[src/hdl/grey_block_average_quantizer_top_defines.svh]
// Assertion macros shared by the grey block average quantizer modules.
`ifndef GREY_BLOCK_AVERAGE_QUANTIZER_TOP_DEFINES_SVH
`define GREY_BLOCK_AVERAGE_QUANTIZER_TOP_DEFINES_SVH

// The expression must hold at every clock edge outside reset.
`define GBAQ_ASSERT_ALWAYS(lbl, expr, msg) \
   lbl: assert property (@(posedge clock) disable iff (reset) (expr)) else $error(msg);

// The consequent must hold in the same cycle as the antecedent.
`define GBAQ_ASSERT_IMPLIES(lbl, ante, cons, msg) \
   lbl: assert property (@(posedge clock) disable iff (reset) (ante) |-> (cons)) \
      else $error(msg);

`endif

[src/hdl/gbaq_pkg.sv]
// Types, constants and codes shared by the grey block average quantizer.
package gbaq_pkg;

   localparam int DIM_W      = 13;
   localparam int BLK_W      = 7;
   localparam int SUM_W      = 22;
   localparam int CNT_W      = 14;
   localparam int COORD_W    = 12;
   localparam int DIV_STEPS  = SUM_W;
   localparam int STEP_W     = $clog2(DIV_STEPS);

   localparam int DEF_MAX_WIDTH = 4096;
   localparam int DEF_MAX_BLOCK = 64;
   localparam int HEIGHT_LIMIT  = 4096;

   localparam logic [DIM_W-1:0] RST_IMAGE_WIDTH  = 13'd640;
   localparam logic [DIM_W-1:0] RST_IMAGE_HEIGHT = 13'd480;
   localparam logic [BLK_W-1:0] RST_TILE_WIDTH   = 7'd3;
   localparam logic [BLK_W-1:0] RST_TILE_HEIGHT  = 7'd5;
   localparam logic [7:0]       RST_PALETTE_TOP  = 8'd9;

   // floor(s / 100) for s below 25501 equals (s * 5243) >> 19.
   localparam logic [12:0] GREY_RECIP = 13'd5243;
   localparam int          GREY_SHIFT = 19;

   // floor((2*m*t + 255) / 510) equals floor((m*t + 127) / 255), and for values
   // up to 65152 that equals (v * 65794) >> 24.
   localparam logic [7:0]  IDX_BIAS  = 8'd127;
   localparam logic [16:0] IDX_RECIP = 17'd65794;
   localparam int          IDX_SHIFT = 24;

   typedef enum logic [2:0] {
      REG_IMAGE_WIDTH  = 3'd0,
      REG_IMAGE_HEIGHT = 3'd1,
      REG_TILE_WIDTH   = 3'd2,
      REG_TILE_HEIGHT  = 3'd3,
      REG_PALETTE_TOP  = 3'd4
   } reg_index_type;

   typedef enum logic {
      F_IDLE,
      F_UPDATE
   } front_state_type;

   typedef enum logic [2:0] {
      B_IDLE,
      B_SIZE,
      B_DIV,
      B_SCALE,
      B_RESULT
   } back_state_type;

   typedef struct packed {
      logic [SUM_W-1:0]   sum;
      logic [BLK_W-1:0]   span_w;
      logic [BLK_W-1:0]   span_h;
      logic [COORD_W-1:0] column;
      logic [COORD_W-1:0] row;
      logic               row_end;
      logic               image_end;
   } task_type;

endpackage

[src/hdl/gbaq_queue.sv]
// Short queue of finished block sums between the front and back ends.
module gbaq_queue import gbaq_pkg::*; (
   input  logic     clock,
   input  logic     reset,
   input  logic     push,
   input  task_type push_task,
   output logic     full,
   input  logic     pop,
   output logic     not_empty,
   output task_type head
);

   `include "grey_block_average_quantizer_top_defines.svh"

   localparam int DEPTH = 2;

   task_type   slots_ff [DEPTH];
   logic       wr_ptr_ff, rd_ptr_ff;
   logic [1:0] count_ff;

   assign full      = (count_ff == 2'(DEPTH));
   assign not_empty = (count_ff != '0);
   assign head      = slots_ff[rd_ptr_ff];

   always_ff @(posedge clock) begin
      if (reset) begin
         wr_ptr_ff <= 1'b0;
         rd_ptr_ff <= 1'b0;
         count_ff  <= '0;
      end else begin
         if (push) begin
            wr_ptr_ff <= !wr_ptr_ff;
         end
         if (pop) begin
            rd_ptr_ff <= !rd_ptr_ff;
         end
         if (push && !pop) begin
            count_ff <= count_ff + 1'b1;
         end else if (pop && !push) begin
            count_ff <= count_ff - 1'b1;
         end
      end
   end

   always_ff @(posedge clock) begin
      if (push) begin
         slots_ff[wr_ptr_ff] <= push_task;
      end
   end

   `GBAQ_ASSERT_IMPLIES(a_no_push_when_full, push, !full || pop, "push into a full queue")
   `GBAQ_ASSERT_IMPLIES(a_no_pop_when_empty, pop, not_empty, "pop from an empty queue")
   `GBAQ_ASSERT_ALWAYS(a_count_bound, count_ff <= 2'(DEPTH), "queue count out of range")

endmodule

[config.mk]
export PLATFORM = sky130hd
export DESIGN_NAME = gbaq_queue
export DESIGN_NICKNAME = d
export VERILOG_FILES = /design/src/hdl/gbaq_pkg.sv /design/src/hdl/gbaq_queue.sv
export VERILOG_INCLUDE_DIRS = /design/src /design/src/hdl
export SDC_FILE = /design/constraint.sdc
export NUM_CORES = 1
export LEC_CHECK = 0
export ABC_AREA = 0
export BUFFER_PORTS_ARGS = -buffer_cell sky130_fd_sc_hd__buf_2
export CELL_PAD_IN_SITES_DETAIL_PLACEMENT = 1
export CELL_PAD_IN_SITES_GLOBAL_PLACEMENT = 1
export CORE_MARGIN = 4
export CORE_UTILIZATION = 43
export CTS_CLUSTER_SIZE = 28
export DETAILED_ROUTE_END_ITERATION = 6
export GPL_TIMING_DRIVEN = 0
export HOLD_SLACK_MARGIN = 0.1
export PLACE_DENSITY_LB_ADDON = 0.1
export SYNTH_ARGS = -nofsm -noshare
export SYNTH_HDL_FRONTEND = slang
export SYNTH_SLANG_ARGS = --single-unit
export TNS_END_PERCENT = 30
[constraint.sdc]
create_clock -name clock -period 3.9 [get_ports clock]
set_input_delay 0.195 -clock clock [delete_from_list [all_inputs] [get_ports clock]]
set_output_delay 0.195 -clock clock [all_outputs]
set_load 0.05 [all_outputs]
==> run_results.csv <==
group,metric,value,unit
logic_synthesis,synth_largest_area_cell,"edfxtp_1",
power_and_ir_drop,power.leakage,2.62,nW
setup_path,max_stage_delay,360,ps
sta,relSlewSlack,41.9,%
logic_synthesis,synthCells,215,
routing,wl_met1,3.65,mm
sta,clock-skew-final,7.38,ps
clock_network,cts.path.max_buffers,2,
flow_run,cap_violations,0,
routing,drt_iter0_drc,82,
status,run_status,"finished, final reports clean",
die,rows,37,
logic_synthesis,synth_area,0.00470,sq mm
setup_path,crit_chain,"buf_2 > buf_6 > mux2_2 > buf_2",
power_and_ir_drop,ir_drop,0.000321,V
routing,vias,2732,
logic_synthesis,synth.top_cell.area_share,79.1,%
setup_path,crit_buf_inv,3,
routing,detail-route-antenna-nets,0,
logic_synthesis,synth_enable_flop_cells,124,
setup_path,arrival,1850,ps
grt,antenna_found_initial,0,
logic_synthesis,synth_seq_cells,129,
logic_synthesis,synth_top_family_by_area,"multiplexers",
clock_network,cts_tree,"done",
clock_network,cts-resized-gates,0,
clock_network,cts_setup_buffers,0,
logic_synthesis,synth_most_common_cell,"edfxtp_1",
routing,drt-vias-per-instance,4.72,
sta,tightestPinTransition,872,ps
placed_design,dp_hpwl,6.16,mm
routing,wirelength,10.2,mm
logic_synthesis,synth_mux_area_share,14.8,%
layout,areaGrowthSynthToFinish,44.7,%
sta,drv_slew,0,
layout,drive_gt1_share,53.0,%
die,die_h,113,um
setup_path,crit_fanout,10,
layout,antenna_cells,0,
grt,grt_usage,17.4,%
routing,met2WireLength,5.64,mm
sta,layout_min_cycle_time,2050,ps
logic_synthesis,yosysSeqAreaShare,81.3,%
die,pin_count,130,
logic_synthesis,yosys.area_share.adder,0.266,%
sta,final_hold_viol_count,0,
setup_path,cpLargestDelayFamily,"buffers and inverters",
power_and_ir_drop,powerDensity,561,mW/mm^2
sta,finalCritPeriodShare,52.6,%
logic_synthesis,synthArstFlopShare,0,%
logic_synthesis,synth-simple-area-share,1.04,%
logic_synthesis,synth_xor_area_share,0.745,%
logic_synthesis,synth_area_leaders,"edfxtp_1 79%, mux2_2 15%, dfxtp_1 2.1%",
logic_synthesis,avgSynthCellArea,21.9,sq um
placed_design,placed_area,0.00557,sq mm
clock_network,holdBufCountCts,65,
die,core_area,0.0105,sq mm
sta,grt_setup_unrepaired,"no",
grt,grt_overflow,0,
routing,top_layer,"met4",
routing,route.detailed.drc,0,
sta,fin_setup_tns,0,ps
die,die_w,113,um
placed_design,place_congestion,0.708,
setup_path,cp-end-kind,"output pin",
sta,fin_ws,1850,ps
placed_design,io_buffers,129,
clock_network,clock_sinks,129,
sta,finalSetupViolCount,0,
die,initial_utilization,44.8,%
routing,first_pass_iters,4,
setup_path,cp_common_cell,"buf_2",
setup_path,slowest_stage,"mux2_2",
min_path,hold_path_class,"in -> reg",
grt,grt_pass1_wl,16.6,mm
sta,timing.fmax,488,MHz
clock_network,clock_latency,520,ps
setup_path,critical_path_required,3700,ps
logic_synthesis,synthesis.nets,282,
grt,grt_max_degree,63,
setup_path,crit_type,"reg -> out",
clock_network,cts_max_level,4,
routing,drt-wirelength-per-cell,17.6,um
logic_synthesis,synth_ff_type,"edfxtp_1",
routing,dr_wl_met3,702,um
die,die_area,0.0127,sq mm
logic_synthesis,ys_types,17,
placed_design,pre_cts_ws,2310,ps
layout,num-nets-final,497,
clock_network,clk_pin_slew,60,ps
clock_network,cts_root_buf,"clkbuf_8",
logic_synthesis,yosys_warnings,0,
grt,grt_pass1_vias,3225,
logic_synthesis,netlist_top_cells_count,"124 x edfxtp_1, 62 x mux2_2, 6 x buf_6, 5 x dfxtp_1, 4 x nor2_1",
clock_network,cts_buffers,17,
setup_path,start_kind,"flop",
layout,stdcell_area,0.00681,sq mm
logic_synthesis,synth-compound-area-share,0.213,%
==> state kept, by name (all words and copies together) (netlist names), named ones only <==
name / cells
slots_ff: 124
count_ff: 2
rd_ptr_ff: 1
wr_ptr_ff: 1
==> cells in the final DEF, fill, tap and decap left out <==
cell / count
dfxtp_1: 5
buf_12: 2
ha_1: 1
xor2_1: 2
clkbuf_16: 16
inv_1: 1
xnor2_1: 2
clkbuf_8: 1
clkinv_2: 4
buf_6: 6
and2b_2: 1
nor2b_4: 1
mux2_2: 62
nor2_1: 4
and2_4: 1
a21oi_1: 1
bufinv_16: 3
buf_2: 130
clkinvlp_4: 4
o21ai_0: 1
or2_2: 1
dlygate4sd3_1: 65
or3_1: 1
edfxtp_1: 124
clkinv_4: 3
clkbuf_1: 1
==> final cells by class <==
| cell class | instances | area, sq um |
|---|---|---|
| buffer | 7 | 72.6 |
| fill | 971 | 3700 |
| inverter | 1 | 3.75 |
| clock inverter | 14 | 166 |
| timing repair buffer | 196 | 1340 |
| sequential | 129 | 3820 |
| multi-input combinational | 78 | 815 |
| tap | 136 | 170 |
| clock buffer | 18 | 418 |
==> power breakdown <==
part / switching [mW] / total, mW / internal, mW
logic: 0.426 / 0.641 / 0.215
registers: 0.0217 / 1.64 / 1.62
clock network: 0.568 / 1.54 / 0.969
==> routing by layer <==
layer | GRT usage, % | vias to the layer above
met2 | 31.8 | 94
met4 | 7.05 | 0
met5 | 0 | -
met1 | 17.6 | 1343
met3 | 6.74 | 16
li1 | - | 1279
==> kinds of logic (layout without fill, tap and decap cells) <==
kind of cell	after synthesis	count (layout)
DFF	129	129
muxes	62	62
and+or+nand+nor	9	9
buffers and inverters	8	236
xor gates and xnor gates	4	4
AOI/OAI and AO/OA	2	2
adders and majority gates	1	1
==> per-stage QoR <==
step	cells	util, %	hold WS [ps]	total power [mW]
floorplan	215	-	264	2.10
global placement	480	52.5	382	2.25
detailed placement	482	53.0	387	2.26
CTS	579	64.8	152	3.85
global route	579	64.8	161	3.97
finish	579	64.8	177	3.82
==> worst paths after layout <==
kind / startpoint / endpoint / slack [ps] / depth (start not counted)
min: push / slots_ff[0][6]$_DFFE_PP_ / 180 / 2
max: flop / head[44] / 1850 / 4
max reg2reg: wr_ptr_ff$_SDFFE_PP0P_ / slots_ff[1][11]$_DFFE_PP_ / 2330 / 1
min reg2reg: count_ff[1]$_SDFFE_PP0P_ / count_ff[1]$_SDFFE_PP0P_ / 520 / 2
Power figures use the tool's default switching activity.
