==> config.mk <==
export PLATFORM = sky130hd
export DESIGN_NAME = gbaq_back
export DESIGN_NICKNAME = d
export VERILOG_FILES = /design/src/hdl/gbaq_pkg.sv /design/src/hdl/gbaq_back.sv
export VERILOG_INCLUDE_DIRS = /design/src /design/src/hdl
export SDC_FILE = /design/constraint.sdc
export NUM_CORES = 1
export LEC_CHECK = 0
export CAP_MARGIN = 0
export CORE_MARGIN = 3
export CORE_UTILIZATION = 60
export DETAILED_ROUTE_END_ITERATION = 16
export DONT_BUFFER_PORTS = 1
export PLACE_DENSITY = 0.87
export SYNTH_ARGS = -nofsm -noshare
export SYNTH_HDL_FRONTEND = slang
export SYNTH_SLANG_ARGS = --single-unit
==> constraint.sdc <==
create_clock -name clock -period 6.2 [get_ports clock]
set_input_delay 0.62 -clock clock [delete_from_list [all_inputs] [get_ports clock]]
set_output_delay 0.62 -clock clock [all_outputs]
set_load 0.03 [all_outputs]
==> src/hdl/grey_block_average_quantizer_top_defines.svh <==
// Assertion macros shared by the grey block average quantizer modules.
`ifndef GREY_BLOCK_AVERAGE_QUANTIZER_TOP_DEFINES_SVH
`define GREY_BLOCK_AVERAGE_QUANTIZER_TOP_DEFINES_SVH

// The expression must hold at every clock edge outside reset.
`define GBAQ_ASSERT_ALWAYS(lbl, expr, msg) \
   lbl: assert property (@(posedge clock) disable iff (reset) (expr)) else $error(msg);

// The consequent must hold in the same cycle as the antecedent.
`define GBAQ_ASSERT_IMPLIES(lbl, ante, cons, msg) \
   lbl: assert property (@(posedge clock) disable iff (reset) (ante) |-> (cons)) \
      else $error(msg);

`endif

==> src/hdl/gbaq_pkg.sv <==
// Types, constants and codes shared by the grey block average quantizer.
package gbaq_pkg;

   localparam int DIM_W      = 13;
   localparam int BLK_W      = 7;
   localparam int SUM_W      = 22;
   localparam int CNT_W      = 14;
   localparam int COORD_W    = 12;
   localparam int DIV_STEPS  = SUM_W;
   localparam int STEP_W     = $clog2(DIV_STEPS);

   localparam int DEF_MAX_WIDTH = 4096;
   localparam int DEF_MAX_BLOCK = 64;
   localparam int HEIGHT_LIMIT  = 4096;

   localparam logic [DIM_W-1:0] RST_IMAGE_WIDTH  = 13'd640;
   localparam logic [DIM_W-1:0] RST_IMAGE_HEIGHT = 13'd480;
   localparam logic [BLK_W-1:0] RST_TILE_WIDTH   = 7'd3;
   localparam logic [BLK_W-1:0] RST_TILE_HEIGHT  = 7'd5;
   localparam logic [7:0]       RST_PALETTE_TOP  = 8'd9;

   // floor(s / 100) for s below 25501 equals (s * 5243) >> 19.
   localparam logic [12:0] GREY_RECIP = 13'd5243;
   localparam int          GREY_SHIFT = 19;

   // floor((2*m*t + 255) / 510) equals floor((m*t + 127) / 255), and for values
   // up to 65152 that equals (v * 65794) >> 24.
   localparam logic [7:0]  IDX_BIAS  = 8'd127;
   localparam logic [16:0] IDX_RECIP = 17'd65794;
   localparam int          IDX_SHIFT = 24;

   typedef enum logic [2:0] {
      REG_IMAGE_WIDTH  = 3'd0,
      REG_IMAGE_HEIGHT = 3'd1,
      REG_TILE_WIDTH   = 3'd2,
      REG_TILE_HEIGHT  = 3'd3,
      REG_PALETTE_TOP  = 3'd4
   } reg_index_type;

   typedef enum logic {
      F_IDLE,
      F_UPDATE
   } front_state_type;

   typedef enum logic [2:0] {
      B_IDLE,
      B_SIZE,
      B_DIV,
      B_SCALE,
      B_RESULT
   } back_state_type;

   typedef struct packed {
      logic [SUM_W-1:0]   sum;
      logic [BLK_W-1:0]   span_w;
      logic [BLK_W-1:0]   span_h;
      logic [COORD_W-1:0] column;
      logic [COORD_W-1:0] row;
      logic               row_end;
      logic               image_end;
   } task_type;

endpackage

==> src/hdl/gbaq_back.sv <==
// Back end: block mean through a serial divider and palette index by reciprocal multiply.
module gbaq_back import gbaq_pkg::*; (
   input  logic               clock,
   input  logic               reset,
   input  logic [7:0]         palette_top,
   input  logic               q_not_empty,
   input  task_type           q_head,
   output logic               pop,
   output logic               rsp_valid,
   input  logic               rsp_ready,
   output logic [7:0]         rsp_mean_grey,
   output logic [7:0]         rsp_palette_index,
   output logic [COORD_W-1:0] rsp_block_column,
   output logic [COORD_W-1:0] rsp_block_row,
   output logic               rsp_row_end,
   output logic               rsp_image_end
);

   `include "grey_block_average_quantizer_top_defines.svh"

   back_state_type    state_ff, state_in;
   task_type          job_ff;
   logic [STEP_W-1:0] step_ff;
   logic [CNT_W-1:0]  divisor_ff;
   logic [CNT_W-1:0]  rem_ff;
   logic [SUM_W-1:0]  quo_ff;
   logic [7:0]        mean_ff;
   logic [15:0]       biased_ff;
   logic              rsp_valid_ff;
   logic              load;

   logic [CNT_W:0]   trial;
   logic             ge;
   logic [7:0]       mean;
   logic [32:0]      recip;
   logic [7:0]       palette_idx;

   assign trial       = {rem_ff, quo_ff[SUM_W-1]};
   assign ge          = trial >= {1'b0, divisor_ff};
   assign mean        = (quo_ff > SUM_W'(255)) ? 8'd255 : quo_ff[7:0];
   assign recip       = 33'(biased_ff) * 33'(IDX_RECIP);
   assign palette_idx = recip[IDX_SHIFT+7:IDX_SHIFT];

   always_comb begin
      state_in = state_ff;
      pop      = 1'b0;
      load     = 1'b0;
      unique case (state_ff)
         B_IDLE: begin
            if (q_not_empty) begin
               pop      = 1'b1;
               state_in = B_SIZE;
            end
         end
         B_SIZE: begin
            state_in = B_DIV;
         end
         B_DIV: begin
            if (step_ff == STEP_W'(DIV_STEPS - 1)) begin
               state_in = B_SCALE;
            end
         end
         B_SCALE: begin
            state_in = B_RESULT;
         end
         B_RESULT: begin
            if (!rsp_valid_ff || rsp_ready) begin
               load     = 1'b1;
               state_in = B_IDLE;
            end
         end
         default: begin
            state_in = B_IDLE;
         end
      endcase
   end

   always_ff @(posedge clock) begin
      if (reset) begin
         state_ff     <= B_IDLE;
         rsp_valid_ff <= 1'b0;
      end else begin
         state_ff <= state_in;
         if (load) begin
            rsp_valid_ff <= 1'b1;
         end else if (rsp_ready) begin
            rsp_valid_ff <= 1'b0;
         end
      end
   end

   // One quotient bit per cycle, restoring form; this block also captures the task and forms the palette product.
   always_ff @(posedge clock) begin
      unique case (state_ff)
         B_IDLE: begin
            if (pop) begin
               job_ff <= q_head;
            end
         end
         B_SIZE: begin
            divisor_ff <= CNT_W'(job_ff.span_w) * CNT_W'(job_ff.span_h);
            quo_ff     <= job_ff.sum;
            rem_ff     <= '0;
            step_ff    <= '0;
         end
         B_DIV: begin
            rem_ff  <= ge ? CNT_W'(trial - {1'b0, divisor_ff}) : trial[CNT_W-1:0];
            quo_ff  <= {quo_ff[SUM_W-2:0], ge};
            step_ff <= step_ff + 1'b1;
         end
         B_SCALE: begin
            mean_ff   <= mean;
            biased_ff <= 16'(mean) * 16'(palette_top) + 16'(IDX_BIAS);
         end
         B_RESULT: begin
         end
         default: begin
         end
      endcase
   end

   always_ff @(posedge clock) begin
      if (load) begin
         rsp_mean_grey     <= mean_ff;
         rsp_palette_index <= palette_idx;
         rsp_block_column  <= job_ff.column;
         rsp_block_row     <= job_ff.row;
         rsp_row_end       <= job_ff.row_end;
         rsp_image_end     <= job_ff.image_end;
      end
   end

   assign rsp_valid = rsp_valid_ff;

   `GBAQ_ASSERT_IMPLIES(a_index_fits, state_ff == B_RESULT, recip[32:IDX_SHIFT+8] == '0, "palette index overflow")
   `GBAQ_ASSERT_IMPLIES(a_pop_only_idle, pop, state_ff == B_IDLE, "task taken while busy")

endmodule
==> results.py <==
metrics = {
    "outcome": {
        "status": "finished clean",
    },
    "floorplan": {
        "row_count": 50,
        "num_io_pins": 118,
        "die_x_um": 147,
        "initial_core_util_pct": 62.4,
        "core-area_um2": 19100,
        "die_area_um2": 21600,
        "die_h_um": 147,
    },
    "final_layout": {
        "final_cells": 1255,
        "nets": 1269,
        "diodes": 0,
        "utilization_pct": 67.3,
        "num-fill-cells": 1370,
        "syn_to_final_growth_pct": 7.90,
        "drive_gt1_share_pct": 8.04,
    },
    "logic_synthesis": {
        "async_flop_share_pct": 0,
        "synthTopCellsByArea": "edfxtp_1 (46%), ha_1 (15%), fa_1 (11%), inv_1 (3.6%), and2_1 (3.1%)",
        "synth_area_leader_cell": "edfxtp_1",
        "syn_nets": 1260,
        "ys_types": 57,
        "synth-seq-area-share_pct": 46.7,
        "synth_xor_xnor_area_share_pct": 2.86,
        "ys.flop_type": "edfxtp_1",
        "synthMuxAreaShare_pct": 2.23,
        "synth_common_cells": "edfxtp_1 (183), ha_1 (146), inv_1 (114)",
        "synth-edff-count": 183,
        "synth_compound_gate_area_share_pct": 6.65,
        "synth.most_common_cell": "edfxtp_1",
        "netlist.area_leader.share_pct": 46.0,
        "synthesis.area_um2": 11900,
        "yosysWarnings": 0,
        "synth_top_family_by_area": "adder cells",
        "synthSimpleGateAreaFrac_pct": 10.8,
        "ys_ff_latch": 187,
        "syn_avg_cell_area_um2": 12.3,
        "synthAdderAreaFrac_pct": 26.5,
        "synthCells": 973,
    },
    "global_routing": {
        "met2_usage_pct": 34.3,
        "grt_max_degree": 44,
        "grt_pass1_vias": 7389,
        "grt_pass1_wl_um": 36800,
        "grt-busiest-layer": "met2",
        "use_met1_pct": 29.6,
        "grt_usage_pct": 21.2,
        "antenna_found_initial": 0,
        "grt_use_met3_pct": 4.41,
        "grt_remaining_overflow": 0,
    },
    "setup_path": {
        "crit_fanout": 9,
        "ff2ff_setup_slack_ps": 460,
        "start_kind": "flop",
        "end_kind": "flop",
        "path_cells": "nor4_1, nand4_1, or2_2, and2_1, fa_1, ha_1, fa_1, inv_1, fa_1, inv_1, ha_1, nor2b_1, o21ai_0, a21boi_0, o21ai_0, a211oi_1, a221oi_1, xnor2_1",
        "crit_path_top_delay_cell": "fa_1",
        "crit_required_ps": 6380,
        "crit_type": "flop to flop",
        "path_common_cell": "fa_1",
        "arrival_ps": 5920,
        "slowest_delay_ps": 520,
    },
    "placed_design": {
        "post-dp-hpwl_um": 17100,
        "placed_cells": 1223,
        "gp_congestion": 0.882,
        "numPortBuffers": 0,
    },
    "clocking": {
        "h-tree-depth": 4,
        "cts_made_buffers": 17,
        "cts.sinks": 187,
        "cts_resized": 0,
        "cts_setup_buffers": 0,
        "cts_tree": "built",
        "clk_path_buf_depth": 2,
        "clk_pin_slew_ps": 70,
        "cts_root_buf": "clkbuf_16",
        "ctsHoldBuffers": 0,
        "clock_latency_ps": 430,
    },
    "drt": {
        "final_antenna_net_count": 0,
        "avgRoutedWirePerCell_um": 17.7,
        "vias": 7139,
        "drt_pass1_iterations": 7,
        "wl_um": 22200,
        "drc_errors": 0,
        "drtIter0Drc": 545,
        "routed_via_density": 5.69,
    },
    "sta": {
        "max_slew_margin_pct": 29.6,
        "clock_skew_ps": 7.53,
        "final.min_clock_period_ps": 5740,
        "hold_viol": 0,
        "setup_viol": 0,
        "period_share_pct": 92.6,
        "tns_ps": 0,
        "fmax_mhz": 174,
        "tightest_slew_ps": 1050,
        "drv_slew": 0,
        "rsz0062_at_grt": "no",
    },
    "pwr": {
        "p_per_area_nw_per_um2": 360,
        "power_frac_seq_pct": 35.9,
        "p_leak_nw": 5.47,
        "p_total_w": 0.00464,
        "switching_power_w": 0.00163,
        "combPwrFrac_pct": 39.7,
        "switching_share_pct": 35.1,
        "peakVddDrop_uv": 310,
        "internal_power_w": 0.00301,
        "power_frac_clock_pct": 24.4,
    },
    "hold_path": {
        "worstHoldPathType": "input pin to flop",
    },
    "flow_run": {
        "drv_cap": 0,
    },
}
## state kept, by name (all words and copies together) (netlist names)
register	count
biased_ff	16
divisor_ff	14
job_ff	62
mean_ff	8
quo_ff	22
rem_ff	14
rsp_block_column	12
rsp_block_row	12
rsp_image_end	1
rsp_mean_grey	8
rsp_palette_index	8
rsp_row_end	1
rsp_valid	1
state_ff	3
step_ff	5
## power groups by stage
stage	Sequential, W	Combinational [W]	Clock (W)
finish	0.00167	0.00184	0.00113
global route	0.00168	0.00210	0.00120
CTS	0.00167	0.00183	0.00115
detailed placement	0.00169	0.00180	0
global placement	0.00169	0.00171	0
floorplan	0.00168	0.00146	0
## metal layers
metal  routed length [um]  up-vias
met2                10300      278
met5                    0        -
met4                  367        0
met3                 1270       35
li1                     -     3418
met1                10200     3408
## final timing paths
| kind | start | endpoint | cells after the start |
|---|---|---|---|
| worst max register to register | quo_ff[21] | biased_ff[14] | 18 |
| worst min register to register | job_ff[5] | rsp_block_row[3] | 0 |
| worst min-delay path | reset | rsp_valid | 1 |
| worst max-delay path | quo_ff[21] | biased_ff[14] | 18 |
## area by class of cell
cell class,instances,area [um^2],share of cell area [%]
Inverter,114,428,3.32
Clock buffer,17,425,3.30
Clock inverter,15,200,1.55
Tap cell,260,325,2.52
Sequential cell,187,5580,43.3
Timing Repair Buffer,6,45.0,0.350
Multi-Input combinational cell,656,5890,45.7
## stage by stage
step	hold WS [ps]	setup slack [ps]	instance area, um^2
2_1_floorplan	400	103	11900
3_3_place_gp	401	734	12300
3_5_place_dp	405	451	12300
4_1_cts	236	443	12900
5_1_grt	230	105	12900
6_report	253	456	12900
## worst max-delay path: cells and delay by family, from the launching register on
| family | cells | cell delay, ps |
|---|---|---|
| buf+inv | 2 | 100 |
| compound gates | 5 | 1380 |
| flops | 1 | 410 |
| fa+ha+maj | 5 | 2080 |
| xor+xnor | 1 | 100 |
| simple gates | 5 | 1430 |
## logic make-up after synthesis
family / after synthesis
AND/OR/NAND/NOR: 264
AO/OA/AOI/OAI: 116
buffers and inverters: 130
XOR/XNOR: 39
flip-flops: 187
adder cells (fa/ha/maj): 213
multiplexers: 24
## layout by cell type (no fill, tap or decap), types with 4 or more instances in the layout
cell	n
buf_4	6
nand2b_1	5
and2_1	59
or2_2	8
inv_1	114
a211oi_2	4
nand2_1	90
inv_6	4
nor3_1	8
xor2_1	14
nand4_1	7
dfxtp_1	4
mux2_2	21
nor2b_1	7
a21oi_1	36
a21o_1	11
a31oi_1	5
o21a_1	7
nor4_1	5
xnor2_1	25
ha_1	146
o21ai_0	20
fa_1	67
nand3_1	13
nor2_1	48
clkbuf_16	17
edfxtp_1	183
and3_1	4
inv_8	5
No activity file was read; power rests on OpenSTA's default activity.
